--- src/hdl/hook_pc_redirect_table_top_defines.svh ---
// ----------------------------------------------------------------------------
// hook_pc_redirect_table_top_defines.svh
// Assertion macros used by the redirect table top RTL.
// ----------------------------------------------------------------------------
`ifndef HOOK_PC_REDIRECT_TABLE_TOP_DEFINES_SVH
`define HOOK_PC_REDIRECT_TABLE_TOP_DEFINES_SVH

`ifndef NO_ASSERTIONS

// Same-cycle implication, checked at every rising clock edge out of reset.
`define HPRT_ASSERT_IMPL(name, ante, cons, msg) \
   name: assert property (@(posedge clock) disable iff (reset) (ante) |-> (cons)) \
      else $error(msg);

// Next-cycle implication, checked at every rising clock edge out of reset.
`define HPRT_ASSERT_NEXT(name, ante, cons, msg) \
   name: assert property (@(posedge clock) disable iff (reset) (ante) |=> (cons)) \
      else $error(msg);

`else

`define HPRT_ASSERT_IMPL(name, ante, cons, msg)
`define HPRT_ASSERT_NEXT(name, ante, cons, msg)

`endif

`endif

--- src/hdl/hprt_pkg.sv ---
// ----------------------------------------------------------------------------
// hprt_pkg
// Types and constants of the hook PC redirect table.
// ----------------------------------------------------------------------------
`default_nettype none

package hprt_pkg;

   localparam int TABLE_DEPTH = 16;
   localparam int IDX_W       = (TABLE_DEPTH > 1) ? $clog2(TABLE_DEPTH) : 1;
   localparam int CNT_W       = $clog2(TABLE_DEPTH + 1);

   localparam logic ACT_INSERT = 1'b0;
   localparam logic ACT_LOOKUP = 1'b1;

   typedef enum logic [1:0] {
      OUT_UNCHANGED  = 2'd0,
      OUT_WRAPPER    = 2'd1,
      OUT_NO_WRAPPER = 2'd2,
      OUT_COPY_MAP   = 2'd3
   } outcome_type;

   typedef enum logic [1:0] {
      ST_IDLE,
      ST_SCAN,
      ST_EMIT
   } state_type;

   typedef enum logic {
      MODE_ORIG,
      MODE_COPY
   } mode_type;

   typedef struct packed {
      logic        action;
      logic [63:0] orig_addr;
      logic [63:0] copy_addr;
      logic [31:0] copy_len;
      logic [63:0] wrapper_addr;
      logic [63:0] pc_in;
   } req_word_type;

   typedef struct packed {
      logic [63:0] adjusted_pc;
      logic [1:0]  outcome;
      logic        insert_dropped;
   } rsp_word_type;

   // One stored hook record. delta is orig - copy, kept so that mapping a
   // copy address back to the original takes a single add.
   typedef struct packed {
      logic [63:0] orig;
      logic [63:0] delta;
      logic [63:0] copy;
      logic [63:0] copy_end;
      logic [63:0] wrapper;
   } record_type;

   typedef struct packed {
      logic in_orig;
      logic in_copy;
   } range_hit_type;

endpackage

`default_nettype wire

--- src/hdl/hprt_bounds.sv ---
// ----------------------------------------------------------------------------
// hprt_bounds
// Lowest and highest original addresses, lowest copy address and highest copy end, with the range tests.
// ----------------------------------------------------------------------------
`default_nettype none

module hprt_bounds
   import hprt_pkg::*;
(
   input  wire logic          clock,
   input  wire logic          reset,
   input  wire logic          upd_en,
   input  wire logic [63:0]   orig,
   input  wire logic [63:0]   copy,
   input  wire logic [63:0]   copy_end,
   input  wire logic [63:0]   pc,
   output      range_hit_type hit
);

   logic [63:0] lo_orig_ff, lo_orig_in;
   logic [63:0] hi_orig_ff, hi_orig_in;
   logic [63:0] lo_copy_ff, lo_copy_in;
   logic [63:0] hi_copy_ff, hi_copy_in;

   // A bound that holds zero is treated as never set.
   always_comb begin
      lo_orig_in = lo_orig_ff;
      hi_orig_in = hi_orig_ff;
      lo_copy_in = lo_copy_ff;
      hi_copy_in = hi_copy_ff;
      if (upd_en) begin
         if (lo_orig_ff == 64'd0 || lo_orig_ff > orig) lo_orig_in = orig;
         if (hi_orig_ff == 64'd0 || hi_orig_ff < orig) hi_orig_in = orig;
         if (lo_copy_ff == 64'd0 || lo_copy_ff > copy) lo_copy_in = copy;
         if (hi_copy_ff == 64'd0 || hi_copy_ff < copy_end) hi_copy_in = copy_end;
      end
   end

   always_ff @(posedge clock) begin
      if (reset) begin
         lo_orig_ff <= '0;
         hi_orig_ff <= '0;
         lo_copy_ff <= '0;
         hi_copy_ff <= '0;
      end else begin
         lo_orig_ff <= lo_orig_in;
         hi_orig_ff <= hi_orig_in;
         lo_copy_ff <= lo_copy_in;
         hi_copy_ff <= hi_copy_in;
      end
   end

   assign hit.in_orig = (pc >= lo_orig_ff) && (pc <= hi_orig_ff);
   assign hit.in_copy = (pc >= lo_copy_ff) && (pc <= hi_copy_ff);

endmodule

`default_nettype wire

--- config.mk ---
export PLATFORM = sky130hd
export DESIGN_NAME = hprt_bounds
export DESIGN_NICKNAME = d
export VERILOG_FILES = /design/src/hdl/hook_pc_redirect_table_top_defines.svh /design/src/hdl/hprt_pkg.sv /design/src/hdl/hprt_bounds.sv
export SDC_FILE = /design/constraint.sdc
export NUM_CORES = 1
export LEC_CHECK = 0
export ABC_CLOCK_PERIOD_IN_PS = 2800
export BUFFER_PORTS_ARGS = -buffer_cell sky130_fd_sc_hd__buf_2
export CORE_AREA = 2 2 205 207
export CTS_CLUSTER_DIAMETER = 120
export CTS_CLUSTER_SIZE = 30
export DETAILED_ROUTE_END_ITERATION = 16
export DIE_AREA = 0 0 207 209
export PLACE_DENSITY = 0.78
export SLEW_MARGIN = 25
export SYNTH_ARGS = -nofsm -noshare
export SYNTH_HDL_FRONTEND = slang
export SYNTH_SLANG_ARGS = --single-unit
--- constraint.sdc ---
create_clock -name clock -period 2.8 [get_ports clock]
set_input_delay 0.56 -clock clock [delete_from_list [all_inputs] [get_ports clock]]
set_output_delay 0.56 -clock clock [all_outputs]
set_load 0.1 [all_outputs]
# After elaboration in Yosys (flattened, before gate mapping)
# Index checks and enable logic that the tools add are counted.
totals:
  wordCells: 26
  input_bits: 259
  ff_bits: 256
op_classes:
  reduce_logical: 14
  magnitude_cmp: 8
op_table:
  columns: ["operator", "n"]
  rows:
  - ["$logic_not A64 Y1", 4]
  - ["$ge A64 B64 Y1", 2]
  - ["$gt A64 B64 Y1", 2]
  - ["$le A64 B64 Y1", 2]
  - ["$lt A64 B64 Y1", 2]
  - ["$reduce_and A2 Y1", 4]
  - ["$logic_or A1 B1 Y1", 4]
  - ["$logic_and A1 B1 Y1", 2]

# Longest topological paths before layout
depth:
  ltp_word: 3
  mapped_depth: 12
  ltp_nobuf: 10

# Worst setup path after synthesis
# Ideal clock, no wire load.
synth_path:
  path_kind: "input -> output"
  from: "input port pc[62]"
  to: "output port hit[0] (netlist bit)"
  path_slack_ps: -619
  t_arrival_ps: 2859
  path_buffers: 0
  cell_stages: 8
  required_time_ps: 2240
  path_cell_list: "ha_1 > nand4_1 > nor4_1 > and3_1 > nand3_1 > or4_1 > nor4_1 > o22a_1"
synth_lines:
  columns: ["item", "line", "source"]
  rows:
  - ["start: declaration", "hprt_bounds.sv:16", "input wire logic [63:0] pc,"]
  - ["end: declaration", "hprt_bounds.sv:17", "output range_hit_type hit"]

==> run summary <==
P_leak: 15.67 nW
cell chain of the critical path: inv_2 > ha_1 > nand2_1 > o21ai_2 > buf_6 > a31oi_4 > o2111ai_4 > a211oi_4 > o41ai_4 > a21oi_1 > o21ba_4 > buf_12
core area: 41,290 um^2
Yosys warning total: 0
number of enable flip-flop cells after synthesis: 0
DR DRC count: 0
Worst-Skew Late Latency: 530 ps
Max-slew headroom: 56.79%
most frequent cell after synthesis: ha_1
crit path DAT: 3230 ps
hpwl dp: 67.81 mm
Setup TNS: -44,410 ps
Routed Wire Length: 93.25 mm
Max Root-Sink Buffers: 3
failing checks: setup timing
Worst Hold Class: in2reg
f_max: 263.8 MHz
main combinational cell family by area after synthesis: adder cells
cts hold-fix bufs: 0
Worst Tran Pin Value: 631.9 ps
WS Path Type: reg2out
Detailed Routing Iterations Pass 1: 8
Synth top cells by count: 510 x ha_1, 453 x inv_1, 310 x nor2_1, 256 x dfxtp_1, 256 x mux2i_1
clock root buffer: clkbuf_16
Area Overhead vs Synth: 43.46%
crit-path max cell delay: 360 ps
Starting DRT DRC Count: 2,176
skew final: 35.08 ps
initial antenna violation count: 13
Final ANT Viol Nets: 0
Post-Syn Instances: 2,648
total die area: 43,260 um^2
Setup Viol. Count Final: 231
hold slack: 279.9 ps
max-cap check violation count: 0
DR WL/cell: 22.72 um
Syn Area/Cell: 8.414 um^2
area share of the largest cell type after synthesis: 28.64%
post-synth net total: 3,417
startpoint types: flop
Max Fanout on Critical Path: 2
Netlist cell types: 63
I/O pins: 261
die width: 207 um
Fill cells: 2,608
Hold Fails Final Rpt: 0
vias in the first global route: 25,461
xor and xnor area share after synthesis: 0%
grt ovf: 0
#FFs+latches synth: 256
Final WS setup: -990.8 ps
ys flop type: dfxtp_1
met2 Use GR: 65.53%
CTS tree: done
fraction of layout cells with a size suffix above 1: 34.40%
CP delay by family, top: compound AO/OA/AOI/OAI gates
first-pass GRT wire length: 133.8 mm
CTS sink cnt: 256
slowest CP cell: dfxtp_2
largest net degree at the start of global routing: 82
Synth Area in Adders: 28.64%
mean number of vias per cell: 6.084
CP bufs+invs: 3
complex-gate fraction of the synthesized area: 11.50%
crit end category: output pin
Initial Util: 53.96%
Final Max Slew Viols: 0
global placement routability congestion: 1.057
htree depth: 1
Post-layout nets: 4,323
status: finished with violations
synthesized cell area: 22,280 um^2
VDD IR max: 0.7442 mV
register area share after synthesis: 23.00%
most used routing layer: met2
IO buf count: 260
pwr/cell area: 923.9 nW/um^2
synth top area cells: ha_1 29%, dfxtp_1 23%, mux2i_1 12%, inv_1 7.6%, nor2_1 5.2%
area share of and/or/nand/nor cells after synthesis: 15.36%
DIE HEIGHT: 209 um
mux cell area share after synthesis: 11.50%
crit share post-route: 135.4%
Async SR Flop Fraction: 0%
RSZ-0062 raised after global routing: yes
Num CTS Buffers: 13
via count: 24,973
M3 GR Usage: 6.613%
Yosys top cell by area: ha_1
clock-pin transition on the worst setup and hold timing paths: 130 ps
met1 usage: 44.20%
Tot GR Track Use: 38.98%
# rows: 75
Critical Path RT: 2240 ps
crit path time final: 3791 ps
per-layer routing:
layer / up-vias / part of all wire, %
met5: - / 0.061
met3: 552 / 8.7
met1: 11793 / 36
met4: 10 / 9.5
met2: 1468 / 46
li1: 11150 / -
metrics by stage:
stage / power, mW / std cells / util, % / worst slack (ps) / area, um^2
after floorplan: 15.14 / 2648 / - / -145.8 / 22340
after global placement: 20.03 / 4012 / 69.64 / -1253 / 28750
after detailed placement: 16.99 / 4012 / 69.64 / -1240 / 28750
after CTS: 27.54 / 4078 / 74.64 / -1001 / 30820
after global routing: 30.80 / 4105 / 77.42 / -1073 / 31970
final: 29.53 / 4105 / 77.42 / -990.8 / 31970
worst reg2reg max path: cells and delay by family, from the launching register on:
family	cells	cell delay (ps)
AO/OA/AOI/OAI	3	690
multiplexers	1	290
flip-flops	1	350
buffers and inverters	6	810
AND/OR/NAND/NOR	4	680
adder cells (fa/ha/maj)	1	260
cells in the final DEF, fill, tap and decap left out, types with 7 or more instances in the layout:
| cell | Yosys | routed |
|---|---|---|
| buf_16 | 0 | 8 |
| and4_1 | 15 | 12 |
| o21ai_0 | 66 | 54 |
| buf_6 | 13 | 34 |
| a211oi_1 | 22 | 17 |
| dfxtp_2 | 0 | 61 |
| nor4_4 | 0 | 10 |
| a221o_1 | 7 | 7 |
| clkbuf_16 | 0 | 24 |
| mux2i_2 | 0 | 16 |
| nor2b_1 | 15 | 15 |
| buf_12 | 13 | 27 |
| nor4_2 | 1 | 9 |
| a21o_1 | 64 | 64 |
| nor3_1 | 23 | 17 |
| buf_4 | 2 | 605 |
| a21oi_1 | 162 | 147 |
| buf_2 | 0 | 257 |
| o21ai_1 | 9 | 17 |
| a21oi_2 | 1 | 13 |
| nand3_1 | 50 | 46 |
| nand2_1 | 91 | 90 |
| inv_1 | 453 | 444 |
| nand4_1 | 94 | 94 |
| ha_4 | 0 | 63 |
| diode_2 | 0 | 8 |
| o211ai_1 | 10 | 10 |
| dfxtp_1 | 256 | 191 |
| mux2i_1 | 256 | 230 |
| mux2i_4 | 0 | 10 |
| nor4_1 | 74 | 56 |
| ha_1 | 510 | 447 |
| inv_2 | 0 | 9 |
| nor2_1 | 310 | 307 |
state kept, by name (all words and copies together) (netlist names):
register and flops:
hi_copy_ff 64, lo_orig_ff 64, hi_orig_ff 64, lo_copy_ff 64
area by class of cell:
type	instances	area, um^2	share of cell area (%)
tap	539	674.4	2.110
timing repair buffer	947	7322	22.91
sequential	256	5216	16.32
inverter	453	1700	5.319
clock inverter	5	52.55	0.1644
antenna	8	20.02	0.06263
multi-input combinational	1883	16640	52.06
clock buffer	14	339.1	1.061
timing repair:
item                       in CTS  in global routing
cloned                         12                 12
setup endpoints to repair     258                258
resized for setup             190                185
buffers inserted               42                 26
pin swaps                      45                 71
report_power, final:
part / total (mW) / internal [mW] / switching, mW
Sequential: 5.40 / 4.65 / 0.750
Clock: 2.36 / 0.922 / 1.44
Combinational: 21.8 / 11.0 / 10.7
Total: 29.5 / 16.6 / 12.9
path summary, 6_finish.rpt:
path                                     start              to  slack, ps  cells past startpoint
worst min-delay path               copy_end[6]   hi_copy_ff[6]        280                      3
worst min register to register  lo_copy_ff[59]  lo_copy_ff[59]        570                      2
worst max-delay path             lo_orig_ff[1]          hit[1]       -990                     12
worst max register to register  lo_copy_ff[30]  lo_copy_ff[26]       -410                     15
kinds of logic (layout without fill, tap and decap cells):
kind of cell / Yosys count / in the layout
simple gates: 707 / 707
fa+ha+maj: 510 / 510
buf+inv: 509 / 1419
compound gates: 410 / 410
mux: 256 / 256
flops: 256 / 256
other cells: 0 / 8
Power figures use the tool's default switching activity.
