File: src/hdl/hook_pc_redirect_table_top_defines.svh
// ----------------------------------------------------------------------------
// hook_pc_redirect_table_top_defines.svh
// Assertion macros used by the redirect table top RTL.
// ----------------------------------------------------------------------------
`ifndef HOOK_PC_REDIRECT_TABLE_TOP_DEFINES_SVH
`define HOOK_PC_REDIRECT_TABLE_TOP_DEFINES_SVH

`ifndef NO_ASSERTIONS

// Same-cycle implication, checked at every rising clock edge out of reset.
`define HPRT_ASSERT_IMPL(name, ante, cons, msg) \
   name: assert property (@(posedge clock) disable iff (reset) (ante) |-> (cons)) \
      else $error(msg);

// Next-cycle implication, checked at every rising clock edge out of reset.
`define HPRT_ASSERT_NEXT(name, ante, cons, msg) \
   name: assert property (@(posedge clock) disable iff (reset) (ante) |=> (cons)) \
      else $error(msg);

`else

`define HPRT_ASSERT_IMPL(name, ante, cons, msg)
`define HPRT_ASSERT_NEXT(name, ante, cons, msg)

`endif

`endif

File: src/hdl/hprt_ram.sv
// ----------------------------------------------------------------------------
// hprt_ram
// Simple dual-port synchronous RAM, one write and one registered read port.
// ----------------------------------------------------------------------------
`default_nettype none

module hprt_ram #(
   parameter int WIDTH  = 8,
   parameter int DEPTH  = 16,
   parameter int ADDR_W = (DEPTH > 1) ? $clog2(DEPTH) : 1
) (
   input  wire logic              clock,
   input  wire logic              wr_en,
   input  wire logic [ADDR_W-1:0] wr_addr,
   input  wire logic [WIDTH-1:0]  wr_data,
   input  wire logic              rd_en,
   input  wire logic [ADDR_W-1:0] rd_addr,
   output      logic [WIDTH-1:0]  rd_data
);

   logic [WIDTH-1:0] mem [DEPTH];

   always_ff @(posedge clock) begin
      if (wr_en) begin
         mem[wr_addr] <= wr_data;
      end
      if (rd_en) begin
         rd_data <= mem[rd_addr];
      end
   end

endmodule

`default_nettype wire

File: config.mk
export PLATFORM = sky130hd
export DESIGN_NAME = hprt_ram
export DESIGN_NICKNAME = d
export VERILOG_FILES = /design/src/hdl/hook_pc_redirect_table_top_defines.svh /design/src/hdl/hprt_ram.sv
export SDC_FILE = /design/constraint.sdc
export NUM_CORES = 1
export LEC_CHECK = 0
export BUFFER_PORTS_ARGS = -buffer_cell sky130_fd_sc_hd__buf_2
export CAP_MARGIN = 5
export CORE_MARGIN = 1.5
export CORE_UTILIZATION = 50
export CTS_BUF_LIST = sky130_fd_sc_hd__clkbuf_16
export CTS_CLUSTER_SIZE = 10
export DETAILED_ROUTE_END_ITERATION = 16
export PLACE_DENSITY = 0.75
export SLEW_MARGIN = 20
export SYNTH_ARGS = -nofsm -noshare
export SYNTH_HDL_FRONTEND = slang
export SYNTH_SLANG_ARGS = --single-unit
File: constraint.sdc
create_clock -name clock -period 4.4 [get_ports clock]
set_input_delay 0.44 -clock clock [delete_from_list [all_inputs] [get_ports clock]]
set_output_delay 0.44 -clock clock [all_outputs]
set_load 0.05 [all_outputs]
Word level (Yosys, flattened, before mapping). Memory sizes are Yosys's and may differ from the RTL's. A register that Yosys moved wholly into a read port is not among the register bits. Cells that the tools add are included.

Mux-type cells: 2.

Operators with widths (number): 1-bit 2-to-1 mux (2).

Output and inout bits: 8. Input bits: 19. Memories: 1. Flip-flop bits (word level): 0. Memory bits (writable): 128. Logic and storage cells: 3.

Memory list: mem (depth 16, width 8, rd ports 1, clocked after memory_dff 1, write ports 1, RTL line hprt_ram.sv:21) `logic [WIDTH-1:0] mem [DEPTH];`.

Logic depth before layout (Yosys ltp). Gate-level depths: netlist (run 1).

Depth after elaboration: 2. Gate-level depth with buffers: 5. Depth with buffers taken out: 3.

Least setup slack after synthesis (run 1). Ideal clock, no wire load.

Kind: input-to-reg. From: input port wr_addr[2]. To: memory mem[0][0], enable pin. Setup time: 383 ps. Stages on the path: 2. Data required time: 4017 ps. Path buffers: 0. Slack: 2467 ps. Arrival time: 1550 ps. Path through: or3b_2 nor3_1.

RTL lines: from (decl) (RTL line hprt_ram.sv:14) `input wire logic [ADDR_W-1:0] wr_addr,`; to (decl) (RTL line hprt_ram.sv:21).

Straight into the memory's write port.

==> results_dict.tcl, run 1 <==
set metrics [dict create \
    cts_inserted_buffers 17 \
    num_rows 37 \
    r2r_end "rd_data[1]" \
    setup_tns_ns 0 \
    p_sw_frac 0.1913 \
    layout-drive-gt1-share 0.2811 \
    reg2reg_depth 3 \
    peakVddDrop_mv 0.2636 \
    slew_headroom 0.3034 \
    grt_usage 0.2018 \
    multi_input_area_um2 1062 \
    dp_slack_ns 1.851 \
    cp.arrival_ns 2.09 \
    drt_first_pass_iters 4 \
    hold_violations 0 \
    die_w_um 105.3 \
    cts_setup_buffers 0 \
    worstHoldStart "rd_en" \
    io_buffers 26 \
    nets 287 \
    rsz0062_at_grt "no" \
    final_cell_mix "edfxtp_1 (136), buf_2 (26), mux4_2 (18), clkbuf_16 (17), a22oi_1 (16)" \
    pwr-share-seq 0.452 \
    yosysSeqAreaShare 0.7812 \
    clock_latency_ns 0.42 \
    cts_sinks 136 \
    cts-htree-levels 4 \
    vias 2483 \
    cts_tree "yes" \
    wl_um 10020 \
    grt_max_degree 33 \
    gp_congestion 0.7120 \
    syn_inst 229 \
    worst_pin_slew_ns 1.041 \
    cp-end-kind "flip-flop" \
    ys_types 18 \
    seq_area_um2 4084 \
    drt_iter0_drc 272 \
    min_path_cells 1 \
    die_area_um2 11080 \
    worstHoldEndpoint "rd_data[3]" \
    finalSetupViolCount 0 \
    drv_cap 0 \
    cp.required_ns 4.56 \
    cts.repair.resized 0 \
    comb_power_share 0.046 \
    cp_max_fo 17 \
    path_class "input port to flip-flop" \
    slowest_stage "mux4_1" \
    p_int_mw 2.625 \
    pin_count 27 \
    p_leak_nw 2.064 \
    grt_pass1_wl_um 15410 \
    worst_slack_ns 2.474 \
    vias_per_cell 5.954 \
    worst_clock_skew_ns 0.006745 \
    holdCritPathClass "input port to flip-flop" \
    synth_area_per_cell_um2 22.83 \
    synth_seq_cells 136 \
    grt_pass1_vias 2632 \
    syn-cell-area_um2 5228 \
    rrSetupSlack_ns 2.92 \
    p_clk_frac 0.502 \
    n_antenna_cell 0 \
    cpPeakStageDelay_ns 0.56 \
    chipHeight_um 105.3 \
    start_util 0.5109 \
    outcome "finished clean" \
    drcViolationCount 0 \
    cp-start-kind "input port" \
    gr-total-overflow 0 \
    postCtsHoldBufs 0 \
    yosysWarningCount 0 \
    cts_root_buf "clkbuf_16" \
    clk_pin_slew_ns 0.06 \
    cts_buffer_depth 2 \
    period_minus_slack_ns 1.926 \
    post_drt_wl_per_cell_um 24.03 \
    path_cells "buf_2 > buf_16 > mux4_1 > a22oi_1 > nand2_1" \
    core_area_um2 10230 \
    power_density_nw_per_um2 525.5 \
    antenna_found_initial 0 \
    area_growth_syn_to_layout_pct 18.17 \
    max_freq_ghz 0.5193 \
    finalMaxSlewViolations 0 \
    fill_cells 687 \
    p_sw_mw 0.6211 \
    reg2reg_from "mem[5][1]" \
    synth.net_count 248 \
    final_antenna_net_count 0 \
    fin_crit_sh 0.4377 \
    hpwlAfterDp_um 5850 \
    mostFrequentLayoutCell "edfxtp_1" \
    power_mw 3.246 \
]
## final cells by class
cell class / instances / area share
sequential: 136 / 0.6611
multi-input combinational: 83 / 0.1720
clock inverter: 15 / 0.04132
clock buffer: 17 / 0.06887
tap: 136 / 0.02755
timing repair buffer: 30 / 0.02917
## critical path: cells and delay by family
kind | cells | cell delay [ns]
compound gates | 1 | 0.29
buf+inv | 2 | 0.72
mux | 1 | 0.56
simple gates | 1 | 0.08
## layer usage
metal  GRT usage  vias up  share of wire  wire (µm)
met1      0.2658     1298           0.43       4295
met3     0.06122       23          0.061        616
met2      0.3053      100           0.48       4850
li1            -     1062              -          -
met5           0        -              0          0
met4      0.1076        0          0.026        258
## Yosys cell counts
cell	n	area, µm²
buf_4	1	7.510
and2_1	1	6.260
mux4_1	14	367.9
nor3_1	4	20.02
clkdlybuf4s25_2	3	30.03
nor2b_1	1	6.260
a22oi_1	16	120.1
nand2_1	9	33.78
nor2_1	13	48.80
buf_6	3	33.78
mux4_2	18	405.4
nand3b_1	2	15.01
nand3_1	1	5.000
nand2b_1	2	12.51
edfxtp_1	136	4084
buf_2	3	15.01
or3b_2	1	8.760
and2b_1	1	7.510
## registers in the layout, indices dropped and copies added (netlist names)
| name | flops |
|---|---|
| mem | 128 |
| rd_data | 8 |
## power groups by stage
stage               combinational [mW]  sequential (mW)  clock, mW
finish                           0.149             1.47       1.63
floorplan                       0.0737             1.51          0
CTS                              0.148             1.47       1.64
global placement                 0.142             1.49          0
global route                     0.160             1.47       1.69
detailed placement               0.147             1.49          0
## logic make-up after synthesis
| family | share of synthesized area |
|---|---|
| AO/OA/AOI/OAI | 0.02298 |
| buffers and inverters | 0.01651 |
| flip-flops | 0.7812 |
| multiplexers | 0.1479 |
| AND/OR/NAND/NOR | 0.03136 |
## metrics by stage
step / instance area (µm²) / utilization / instances / hold slack, ns
floorplan: 5228 / - / 229 / 0.5389
finish: 6177 / 0.6038 / 417 / 0.4073
global placement: 5464 / 0.5341 / 384 / 0.7246
detailed placement: 5469 / 0.5345 / 384 / 0.7314
global route: 6177 / 0.6038 / 417 / 0.3973
CTS: 6150 / 0.6011 / 416 / 0.3964
## how the worst max path moves through the flow
stage / start / end / slack [ns]
global placement: rd_addr[0] / rd_data[3] / 1.84
floorplan: wr_addr[2] / mem[0][0] / 2.47
finish: rd_addr[0] / rd_data[3] / 2.47
CTS: rd_addr[0] / rd_data[3] / 2.28
detailed placement: rd_addr[0] / rd_data[3] / 1.85
global route: rd_addr[0] / rd_data[3] / 2.35
Note: power is estimated with default switching activity, not from simulation.
==> run 2, diff against run 1 <==
- ABC_AREA: unset -> 1
- PLACE_DENSITY: 0.75 -> 0.78
- clock period: 4.4 -> 1.75 ns (I/O delays scaled with it)
==> results_dict.tcl, run 2 <==
set metrics [dict create \
    outcome "finished clean" \
    cts_setup_buffers 0 \
    drt_iter0_drc 321 \
    synth_compound_area_frac 0 \
    yosysSeqAreaShare 0.6985 \
    finalMaxSlewViolations 0 \
    worstHoldEndpoint "rd_data[5]" \
    largest_reg_flops 128 \
    cts_inserted_buffers 17 \
    stdcell_area_um2 6736 \
    synth_seq_cells 136 \
    gp_congestion 0.8404 \
    peakVddDrop_mv 0.5893 \
    top_regs "mem (128), rd_data (8)" \
    core_area_um2 11420 \
    fin_crit_sh 0.7123 \
    grt_max_degree 65 \
    vias 3895 \
    period_minus_slack_ns 1.246 \
    rsz0062_at_grt "no" \
    rrSetupSlack_ns 0.56 \
    grt_use_met1 0.2921 \
    cp_max_fo 1 \
    ys_top_cells_by_area "edfxtp_1 (70%), nand2_1 (11%), nand3_1 (8.3%)" \
    drcViolationCount 0 \
    cts_buffer_depth 2 \
    cts_tree "yes" \
    reg2reg_from "mem[6][1]" \
    num_rows 39 \
    cp.arrival_ns 1.07 \
    synth_most_common_cell "nand2_1" \
    final_antenna_net_count 0 \
    worstHoldStart "rd_en" \
    synth_top_family_by_area "simple AND/OR/NAND/NOR gates" \
    power_mw 7.544 \
    synth_edf_count 136 \
    path_cells "buf_2" \
    grt.busiest_layer "met2" \
    synth.net_count 570 \
    cts.repair.resized 0 \
    grt_pass1_vias 3770 \
    power_density_nw_per_um2 1120 \
    drv_cap 0 \
    nets 612 \
    syn-cell-area_um2 5847 \
    hpwlAfterDp_um 7867 \
    worst_pin_slew_ns 0.6195 \
    cp-end-kind "output pin" \
    cts_root_buf "clkbuf_16" \
    reg2reg_depth 6 \
    clock_latency_ns 0.41 \
    hold_violations 0 \
    path_class "flip-flop to output pin" \
    holdCritPathClass "input port to flip-flop" \
    synth_area_per_cell_um2 10.61 \
    final_cell_mix "nand2_1 (173), edfxtp_1 (136), inv_1 (102), nand3_1 (97), buf_2 (26)" \
    grt_pass1_wl_um 20220 \
    synthMuxAreaShare 0 \
    drt_first_pass_iters 6 \
    synthSimpleGateAreaFrac 0.2076 \
    wl_um 12810 \
    cts_sinks 136 \
    min_path_cells 1 \
    worst_clock_skew_ns 0.009035 \
    r2r_end "rd_data[1]" \
    postCtsHoldBufs 0 \
    setup_tns_ns 0 \
    post-synth-top-area-cell "edfxtp_1" \
    ys.flop_type "edfxtp_1" \
    syn_inst 551 \
    max_freq_ghz 0.8023 \
    synth_fa_ha_area_frac 0 \
    fill_cells 926 \
    placed_area_um2 6172 \
    mostFrequentLayoutCell "nand2_1" \
    slew_headroom 0.5864 \
    ys_types 11 \
    antenna_found_initial 0 \
    cpPeakStageDelay_ns 0.37 \
    finalSetupViolCount 0 \
    die_w_um 111.1 \
    grt_usage 0.2201 \
    slowest_stage "edfxtp_1" \
    gr-total-overflow 0 \
    grt_use_met2 0.3477 \
    critical-path-top-delay-family "flip-flops" \
    top_register "mem" \
    cp.required_ns 1.57 \
    die_area_um2 12350 \
    synthTopCellsByCount "nand2_1 (173), edfxtp_1 (136), inv_1 (100)" \
    cp-start-kind "flip-flop" \
    area_growth_syn_to_layout_pct 15.22 \
    pin_count 27 \
    met3_usage 0.04866 \
    vias_per_cell 5.200 \
    cts-htree-levels 4 \
    clk_pin_slew_ns 0.06 \
    start_util 0.5121 \
    chipHeight_um 111.1 \
    post_drt_wl_per_cell_um 17.10 \
    p_leak_nw 2.926 \
    crit_buf_inv 1 \
    io_buffers 26 \
    synth_xor_area_frac 0 \
    n_antenna_cell 0 \
    layout-drive-gt1-share 0.1271 \
    ys_async_sr_fraction 0 \
    synth_top_area_share 0.6985 \
    yosysWarningCount 0 \
]
run 2: logic make-up (layout without fill, tap and decap cells):
group	Yosys count	in the layout
buffers and inverters	126	181
DFF	136	136
and+or+nand+nor	289	289
run 2: power by group:
group	internal, mW	total [mW]	switching, mW
clock network	2.07	3.36	1.29
registers	3.67	3.69	0.0206
logic	0.130	0.494	0.364
total	5.87	7.54	1.67
run 2: layout make-up:
class,instances,area (µm²),share of cell area
Tap cell,143,178.9,0.02656
Multi-Input combinational cell,289,1214,0.1802
Timing Repair Buffer,47,312.8,0.04643
Clock inverter,15,138.9,0.02062
Inverter,102,382.9,0.05684
Clock buffer,17,425.4,0.06315
Sequential cell,136,4084,0.6062
run 2: worst max path at each step:
stage | startpoint | to | depth (start not counted)
global placement | rd_addr[0] | rd_data[1] | 8
CTS | rd_data[4] | rd_data[4] | 1
finish | rd_data[4] | rd_data[4] | 1
floorplan | wr_addr[2] | mem[10][0] | 2
detailed placement | rd_addr[0] | rd_data[1] | 8
global route | rd_data[4] | rd_data[4] | 1
run 2: layer usage:
metal,wire length [µm],vias up,part of all wire
met1,5074,1831,0.40
met5,0,-,0
li1,-,1867,-
met3,1053,22,0.082
met4,334,0,0.026
met2,6343,175,0.50
run 2: stage by stage:
stage	hold slack, ns	std cells	setup slack [ns]	util
2_1_floorplan	0.2739	551	0.6242	-
3_3_place_gp	0.5453	717	0.3120	0.5405
3_5_place_dp	0.5491	717	0.3040	0.5405
4_1_cts	0.1119	749	0.4922	0.5900
5_1_grt	0.1123	749	0.4707	0.5900
6_report	0.1300	749	0.5035	0.5900
==> run 3, diff against run 2 <==
- clock period: 1.75 -> 1.12 ns (I/O delays scaled with it)
==> results_dict.tcl, run 3 (same netlist as run 2, synthesis figures left out) <==
set metrics [dict create \
    p_sw_mw 2.676 \
    crit_start "rd_data[2]" \
    grt_pass1_wl_um 20280 \
    final-instance-count-excl-fill 757 \
    cp-start-kind "flip-flop" \
    finalSetupViolCount 1 \
    num_rows 39 \
    n_antenna_cell 0 \
    die_w_um 111.1 \
    drv_cap 0 \
    start_util 0.5121 \
    vias_per_cell 5.230 \
    peakVddDrop_mv 0.9770 \
    mostFrequentLayoutCell "nand2_1" \
    slew_headroom 0.7299 \
    clk_pin_slew_ns 0.06 \
    worst_pin_slew_ns 0.4047 \
    fin_crit_sh 1.019 \
    path_cells "buf_6" \
    vias 3959 \
    grt_usage 0.2215 \
    max_freq_ghz 0.8763 \
    cpPeakStageDelay_ns 0.43 \
    reg2reg_from "mem[5][7]" \
    cp-end-kind "output pin" \
    worst_clock_skew_ns 0.007743 \
    hold_violations 0 \
    pin_count 27 \
    cp.arrival_ns 1.03 \
    nets 621 \
    chipHeight_um 111.1 \
    period_minus_slack_ns 1.141 \
    drt_iter0_drc 227 \
    min_path_cells 1 \
    postCtsHoldBufs 0 \
    pwr-share-seq 0.442 \
    whs_ns 0.06396 \
    top_regs "mem (128), rd_data (8)" \
    cts_buffer_depth 2 \
    reg2reg_depth 6 \
    path_class "flip-flop to output pin" \
    violations "negative setup slack" \
    p_int_mw 10.38 \
    layout-drive-gt1-share 0.2134 \
    finalMaxSlewViolations 0 \
    cp.required_ns 1.01 \
    p_leak_nw 3.120 \
    p_sw_frac 0.2050 \
    hpwlAfterDp_um 8009 \
    cp_max_fo 1 \
    cts_inserted_buffers 17 \
    worst_slack_ns -0.02114 \
    power_density_nw_per_um2 1815 \
    io_buffers 26 \
    cts_sinks 136 \
    post_drt_wl_per_cell_um 17.22 \
    area_growth_syn_to_layout_pct 23.07 \
    p_clk_frac 0.489 \
    r2r_end "rd_data[7]" \
    grt_max_degree 65 \
    holdCritPathClass "input port to flip-flop" \
    drcViolationCount 0 \
    worstHoldEndpoint "rd_data[7]" \
    comb_power_share 0.069 \
    critical-path-top-delay-family "flip-flops" \
    grt_pass1_vias 3896 \
    core_area_um2 11420 \
    cts_root_buf "clkbuf_16" \
    antenna_found_initial 0 \
    final_antenna_net_count 0 \
    drt_first_pass_iters 5 \
    cts_setup_buffers 0 \
    gp_congestion 0.9247 \
    crit_buf_inv 1 \
    cts_tree "yes" \
    wl_um 13040 \
    outcome "finished, violations left" \
    worstHoldStart "rd_en" \
    final_cell_mix "nand2_1 (169), edfxtp_1 (136), inv_1 (100), nand3_1 (57), nand3_2 (40)" \
    die_area_um2 12350 \
    rrSetupSlack_ns 0.02 \
    placedCellCount 726 \
    gr-total-overflow 0 \
    top_register "mem" \
    cts-htree-levels 4 \
    slowest_stage "edfxtp_1" \
    largest_reg_flops 128 \
    rsz0062_at_grt "yes" \
    clock_latency_ns 0.42 \
]
-- run 3: cell count changes in the layout (fill, tap and decap cells not counted), sizes merged --
cell and change:
bufinv +5, inv -2, buf +9, clkinv -4
-- run 3: routing by layer --
| layer | vias up | routed length (µm) | GRT usage | part of all wire |
|---|---|---|---|---|
| li1 | 1883 | - | - | - |
| met1 | 1876 | 5031 | 0.2901 | 0.39 |
| met2 | 171 | 6576 | 0.3547 | 0.50 |
| met3 | 29 | 1088 | 0.05030 | 0.083 |
| met4 | 0 | 339 | 0.1021 | 0.026 |
| met5 | - | 0 | 0 | 0 |
-- run 3: worst max path at each step --
stage / slack, ns / cells past startpoint / endpoint
floorplan: 0.06 / 2 / mem[4][0]
global placement: -0.19 / 7 / rd_data[0]
detailed placement: -0.21 / 7 / rd_data[0]
CTS: -0.03 / 1 / rd_data[2]
global route: -0.06 / 1 / rd_data[2]
finish: -0.02 / 1 / rd_data[2]
-- run 3: power by group through the flow --
stage               clock network [mW]  registers [mW]  logic, mW
CTS                               6.43            5.77      0.830
finish                            6.39            5.77      0.900
global route                      6.65            5.78      0.977
global placement                     0            5.87      0.787
detailed placement                   0            5.87      0.809
floorplan                            0            5.95      0.402
-- run 3: timing repair --
| action | 4_1_cts | 5_1_grt |
|---|---|---|
| endpoints found under the setup margin | 4 | 15 |
| hold endpoints to repair | 0 | 0 |
| pin swaps | 1 | 20 |
| resized for setup | 9 | 50 |
-- run 3: layout make-up --
type                            instances  area, µm²
Fill cell                             868       4223
Tap cell                              143      178.9
Timing Repair Buffer                   56      446.7
Multi-Input combinational cell        289       1424
Clock buffer                           17      425.4
Inverter                              102      382.9
Clock inverter                         14      254.0
Sequential cell                       136       4084
-- run 3: stage by stage --
stage	power, mW	TNS [ns]	worst slack (ns)	utilization	instance area (µm²)
final	13.06	-0.02114	-0.02114	0.6302	7196
after floorplan	6.355	0	0.05716	-	5847
after global placement	6.652	-1.146	-0.1869	0.5497	6277
after detailed placement	6.679	-1.621	-0.2053	0.5497	6277
after CTS	13.03	-0.03093	-0.03093	0.6125	6994
after global routing	13.40	-0.1659	-0.05928	0.6302	7196
